File: src/hw/rtl/bb3_pkg.sv
// Shared types, constants and the reciprocal table of the 3x3 box blur.
// No dependencies; bb3_avg, box_blur_3x3 and bb3_checker import it.
`timescale 1ns / 1ps

package bb3_pkg;

    localparam int CHAN_W      = 8;
    localparam int WIDTH_REG_W = 11;
    localparam int HEIGHT_REG_W = 16;
    localparam int ROW_W       = HEIGHT_REG_W + 1;
    localparam int APB_ADDR_W  = 3;
    localparam int APB_DATA_W  = 32;
    localparam int SUM_W       = 12;
    localparam int NUM_W       = SUM_W + 1;
    localparam int CNT_W       = 4;
    localparam int RECIP_W     = 18;
    localparam int RECIP_SHIFT = 18;
    localparam int PROD_W      = NUM_W + RECIP_W;

    localparam logic FUNC_PIXEL = 1'b0;
    localparam logic FUNC_DRAIN = 1'b1;

    localparam logic REG_FRAME_WIDTH  = 1'b0;
    localparam logic REG_FRAME_HEIGHT = 1'b1;

    typedef struct packed {
        logic              func;
        logic [CHAN_W-1:0] in_red;
        logic [CHAN_W-1:0] in_green;
        logic [CHAN_W-1:0] in_blue;
    } blur_req_t;

    typedef struct packed {
        logic [CHAN_W-1:0] out_red;
        logic [CHAN_W-1:0] out_green;
        logic [CHAN_W-1:0] out_blue;
        logic              frame_last;
    } blur_res_t;

    typedef struct packed {
        logic [CHAN_W-1:0] red;
        logic [CHAN_W-1:0] green;
        logic [CHAN_W-1:0] blue;
    } rgb_t;

    typedef struct packed {
        rgb_t top;
        rgb_t mid;
        rgb_t bot;
    } col_t;

    typedef struct packed {
        col_t left;
        col_t center;
        col_t right;
    } win_t;

    // One line store entry: the pixel two rows up and the pixel one row up.
    typedef struct packed {
        rgb_t upper;
        rgb_t lower;
    } line_word_t;

    localparam int LINE_W = $bits(line_word_t);

    typedef struct packed {
        logic top;
        logic bot;
        logic left;
        logic right;
    } edge_mask_t;

    typedef struct packed {
        logic       sum_en;
        logic       mul_en;
        edge_mask_t mask;
    } avg_ctl_t;

    // ceil(2^17 / n): multiplying (2*sum + n) by it and shifting right by
    // RECIP_SHIFT gives the exact quotient for every sum that can occur.
    function automatic logic [RECIP_W-1:0] recip_of(input logic [CNT_W-1:0] n);
        logic [RECIP_W-1:0] r;
        begin
            case (n)
                4'd1:    r = 18'd131072;
                4'd2:    r = 18'd65536;
                4'd3:    r = 18'd43691;
                4'd4:    r = 18'd32768;
                4'd6:    r = 18'd21846;
                4'd9:    r = 18'd14564;
                default: r = '0;
            endcase
            return r;
        end
    endfunction

endpackage

File: src/hw/rtl/bb3_avg.sv
// Neighborhood sum and rounded average of the 3x3 window, two register stages.
// Depends on bb3_pkg.
`timescale 1ns / 1ps

module bb3_avg (
    input  logic             clk,
    input  bb3_pkg::avg_ctl_t ctl,
    input  bb3_pkg::win_t    win,
    output bb3_pkg::rgb_t    avg
);

    import bb3_pkg::*;

    rgb_t              px [3][3];
    logic [2:0]        row_on;
    logic [2:0]        col_on;
    logic [1:0]        rows_n;
    logic [1:0]        cols_n;
    logic [CNT_W-1:0]  cnt;
    logic [SUM_W-1:0]  sum_r;
    logic [SUM_W-1:0]  sum_g;
    logic [SUM_W-1:0]  sum_b;
    logic [NUM_W-1:0]  num_r_reg;
    logic [NUM_W-1:0]  num_g_reg;
    logic [NUM_W-1:0]  num_b_reg;
    logic [RECIP_W-1:0] recip_reg;
    logic [PROD_W-1:0] prod_r_reg;
    logic [PROD_W-1:0] prod_g_reg;
    logic [PROD_W-1:0] prod_b_reg;

    assign row_on = {ctl.mask.bot, 1'b1, ctl.mask.top};
    assign col_on = {ctl.mask.right, 1'b1, ctl.mask.left};
    assign rows_n = 2'd1 + {1'b0, ctl.mask.top} + {1'b0, ctl.mask.bot};
    assign cols_n = 2'd1 + {1'b0, ctl.mask.left} + {1'b0, ctl.mask.right};
    assign cnt    = {2'b00, rows_n} * {2'b00, cols_n};

    always_comb
    begin
        px[0][0] = win.left.top;
        px[0][1] = win.left.mid;
        px[0][2] = win.left.bot;
        px[1][0] = win.center.top;
        px[1][1] = win.center.mid;
        px[1][2] = win.center.bot;
        px[2][0] = win.right.top;
        px[2][1] = win.right.mid;
        px[2][2] = win.right.bot;
    end

    always_comb
    begin
        sum_r = '0;
        sum_g = '0;
        sum_b = '0;
        for (int c = 0; c < 3; c++)
        begin
            for (int r = 0; r < 3; r++)
            begin
                if (col_on[c] && row_on[r])
                begin
                    sum_r = sum_r + SUM_W'(px[c][r].red);
                    sum_g = sum_g + SUM_W'(px[c][r].green);
                    sum_b = sum_b + SUM_W'(px[c][r].blue);
                end
            end
        end
    end

    always_ff @(posedge clk)
    begin
        if (ctl.sum_en)
        begin
            num_r_reg <= {sum_r, 1'b0} + NUM_W'(cnt);
            num_g_reg <= {sum_g, 1'b0} + NUM_W'(cnt);
            num_b_reg <= {sum_b, 1'b0} + NUM_W'(cnt);
            recip_reg <= recip_of(cnt);
        end
        if (ctl.mul_en)
        begin
            prod_r_reg <= PROD_W'(num_r_reg) * PROD_W'(recip_reg);
            prod_g_reg <= PROD_W'(num_g_reg) * PROD_W'(recip_reg);
            prod_b_reg <= PROD_W'(num_b_reg) * PROD_W'(recip_reg);
        end
    end

    assign avg.red   = prod_r_reg[RECIP_SHIFT+CHAN_W-1:RECIP_SHIFT];
    assign avg.green = prod_g_reg[RECIP_SHIFT+CHAN_W-1:RECIP_SHIFT];
    assign avg.blue  = prod_b_reg[RECIP_SHIFT+CHAN_W-1:RECIP_SHIFT];

endmodule

File: config.mk
export PLATFORM = sky130hd
export DESIGN_NAME = bb3_avg
export DESIGN_NICKNAME = d
export VERILOG_FILES = /design/src/hw/rtl/bb3_pkg.sv /design/src/hw/rtl/bb3_avg.sv
export SDC_FILE = /design/constraint.sdc
export NUM_CORES = 2
export LEC_CHECK = 0
export BUFFER_PORTS_ARGS = -buffer_cell sky130_fd_sc_hd__buf_4
export CAP_MARGIN = 20
export CORE_ASPECT_RATIO = 1.4
export CORE_MARGIN = 2
export CORE_UTILIZATION = 55
export CTS_CLUSTER_SIZE = 24
export DETAILED_ROUTE_END_ITERATION = 8
export GPL_TIMING_DRIVEN = 0
export PLACE_DENSITY = 0.74
export SYNTH_ARGS = -nofsm -noshare
export SYNTH_HDL_FRONTEND = slang
export SYNTH_SLANG_ARGS = --single-unit
File: constraint.sdc
create_clock -name clk -period 15.4 [get_ports clk]
set_input_delay 3.08 -clock clk [delete_from_list [all_inputs] [get_ports clk]]
set_output_delay 3.08 -clock clk [all_outputs]
set_load 0.05 [all_outputs]
==> summary.md <==
| Metric | Value |
|---|---|
| Status | complete, no violations |
| Synth top area share | 32.1% |
| Max-cap viol count | 0 |
| Initial antenna violation count | 4 |
| First DRT Iteration DRCs | 968 |
| Syn_nets | 4405 |
| Die footprint | 0.0556 mm^2 |
| First-pass GRT wire length | 136 mm |
| H-tree levels | 3 |
| Sequential area share after synthesis | 7.02% |
| Cell Area, Synth | 0.0295 mm^2 |
| Core Box Area | 0.0532 mm^2 |
| Required time worst endpoint | 15510 ps |
| Fin. Hold Viols | 0 |
| Worst-skew pair later-pin latency | 380 ps |
| Setup crit start kind | input port |
| IO Pins | 247 |
| DRT antenna net count | 0 |
| Setup TNS | 0 ps |
| Layout cell share with drive strength beyond 1 | 8.88% |
| Synth area leader | fa_1 |
| Yosys reg bits | 69 |
| RSZ-0062 raised after global routing | false |
| Ys Warns | 0 |
| Worst path most repeated cell | ha_1 |
| Fmax | 0.0678 GHz |
| Synth Instances | 3346 |
| DR vias | 24300 |
| Setup violations, final | 0 |
| Pre-CTS WS | -1230 ps |
| WL met2 | 45.8 mm |
| CP Capture Type | flop |
| CP arrival | 14850 ps |
| Register Area | 0.00207 mm^2 |
| HP Start | num_r_reg[9]$_DFFE_PP_ |
| Die W | 200 um |
| Fin crit period | 14740 ps |
| GRT overflow | 0 |
| Max Clock Skew | 19.6 ps |
| Worst Setup SP | ctl[1] |
| Distinct cell type count after synthesis | 85 |
| Clock-pin slew on the worst setup and hold paths | 70 ps |
| Synth top area cells | fa_1 (32%), ha_1 (15%), inv_1 (8.3%), edfxtp_1 (7.0%), and2_1 (4.3%) |
| Clock buffer count from CTS | 9 |
| M1 WL | 28.3 mm |
| Asr flop ratio synth | 0% |
| WL met3 | 5.42 mm |
| Layout area overhead | 10.3% |
| Max reg flops | 13 |
| PortBufs | 245 |
| Drt drc | 0 |
| Average size of a mapped cell | 8.82 um^2 |
| Period Utilization, post-route | 95.7% |
| Least-Margin Pin Slew | 1010 ps |
| Std-Cell Rows | 100 |
| Hold Crit Class | flop to flop |
| DRT Wirelength | 87.0 mm |
| Final #Nets | 4656 |
| Filler cell count | 4640 |
| TritonCTS clock tree | done |
| Top FF cell, synth | edfxtp_1 |
| DR top layer | met5 |
| Crit Path Max Fanout | 14 |
| Relative slew slack | 32.3% |
| Post-synth EDFFs | 69 |
| Clk buf depth | 2 |
| CP max stage delay | 660 ps |
| DR vias/cell | 5.63 |
| GRT Total Usage | 32.6% |
| Fin util | 61.2% |
| DR WL/cell | 20.2 um |
| # hold bufs at CTS | 0 |
| Detailed-placement wirelength estimate | 77.6 mm |
| TritonRoute pass-1 iters | 5 |
| Worst setup margin | 658 ps |
| Area of the multi-input gates | 0.0247 mm^2 |
| CTS Root Cell | clkbuf_16 |
| Slowest cell on the critical path | or4b_2 |
| Clock Sink Count | 69 |
| Vias in the first global route | 26200 |
| Slew Viols, Final | 0 |
| Critical path type | input port to flop |
| Gpl congestion | 0.979 |
| Die H | 278 um |
| Worst r2r src | recip_reg[14]$_DFFE_PP_ |
| Initial core utilization | 55.5% |
| Largest net degree at the start of global routing | 46 |
## placed cells by master (no fill, tap or decap), types with 130 or more instances in the layout
| cell | synthesis | layout |
|---|---|---|
| xnor2_1 | 130 | 130 |
| nand2_1 | 208 | 208 |
| and2_1 | 205 | 205 |
| inv_1 | 653 | 653 |
| ha_1 | 362 | 362 |
| a21oi_1 | 142 | 142 |
| o21ai_0 | 134 | 134 |
| fa_1 | 474 | 474 |
| nor2_1 | 198 | 198 |
| buf_4 | 0 | 245 |
## synthesized netlist by cell type (30+ instances only)
cell type	count
inv_1	653
fa_1	474
ha_1	362
nand2_1	208
and2_1	205
nor2_1	198
a21oi_1	142
o21ai_0	134
xnor2_1	130
edfxtp_1	69
a21o_1	62
clkbuf_1	61
nor2b_1	55
xor2_1	55
o21a_1	48
nor3_1	47
and3_1	41
nand3_1	41
mux2i_1	34
a211oi_1	30
## critical path: cells and delay by family
kind / cells / cell delay [ps]
adders and majority gates: 10 / 3350
and+or+nand+nor: 15 / 3220
AOI/OAI and AO/OA: 13 / 2340
buffers and inverters: 7 / 1660
xor gates and xnor gates: 5 / 840
muxes: 1 / 320
## repair_timing
action	in CTS	in global routing
resized for setup	3	10
endpoints found under the setup margin	4	4
setup buffers	0	0
## final timing paths
check	cells past startpoint	endpoint	slack (ps)
worst max-delay path	51	num_r_reg[11]$_DFFE_PP_	660
worst max register to register	21	prod_b_reg[25]$_DFFE_PP_	8020
worst min register to register	4	prod_r_reg[25]$_DFFE_PP_	1190
worst min-delay path	4	prod_r_reg[25]$_DFFE_PP_	1190
## through the flow
stage / instance area [um^2] / instances / hold slack (ps)
2_1_floorplan: 29500 / 3346 / 949
3_3_place_gp: 32300 / 4305 / 1180
3_5_place_dp: 32300 / 4305 / 1190
4_1_cts: 32600 / 4318 / 1200
5_1_grt: 32600 / 4317 / 1250
6_report: 32600 / 4319 / 1190
## layout make-up
type,count,area share (%)
Buffer,67,0.830
Timing Repair Buffer,245,5.65
Clock inverter,7,0.227
Multi-Input combinational cell,2551,75.9
Antenna cell,3,0.0231
Tap cell,714,2.74
Inverter,654,7.54
Clock buffer,9,0.692
Sequential cell,69,6.36
## layer usage
metal,vias up,GRT usage (%)
met2,889,60.8
met1,11700,31.4
met5,-,0
li1,11400,-
met4,4,23.6
met3,349,6.23
## cells by family (layout without fill, tap and decap cells)
group / count (synthesis) / after routing / synth area share (%)
xor+xnor: 194 / 194 / 6.09
compound gates: 584 / 584 / 13.0
simple gates: 881 / 881 / 15.1
other cells: 0 / 3 / 0
fa+ha+maj: 838 / 838 / 47.5
mux: 54 / 54 / 1.96
buf+inv: 726 / 982 / 9.26
flops: 69 / 69 / 7.02
Power is not shown: default switching activity piles up to over one toggle a cycle in this logic, so the estimate is an artifact.
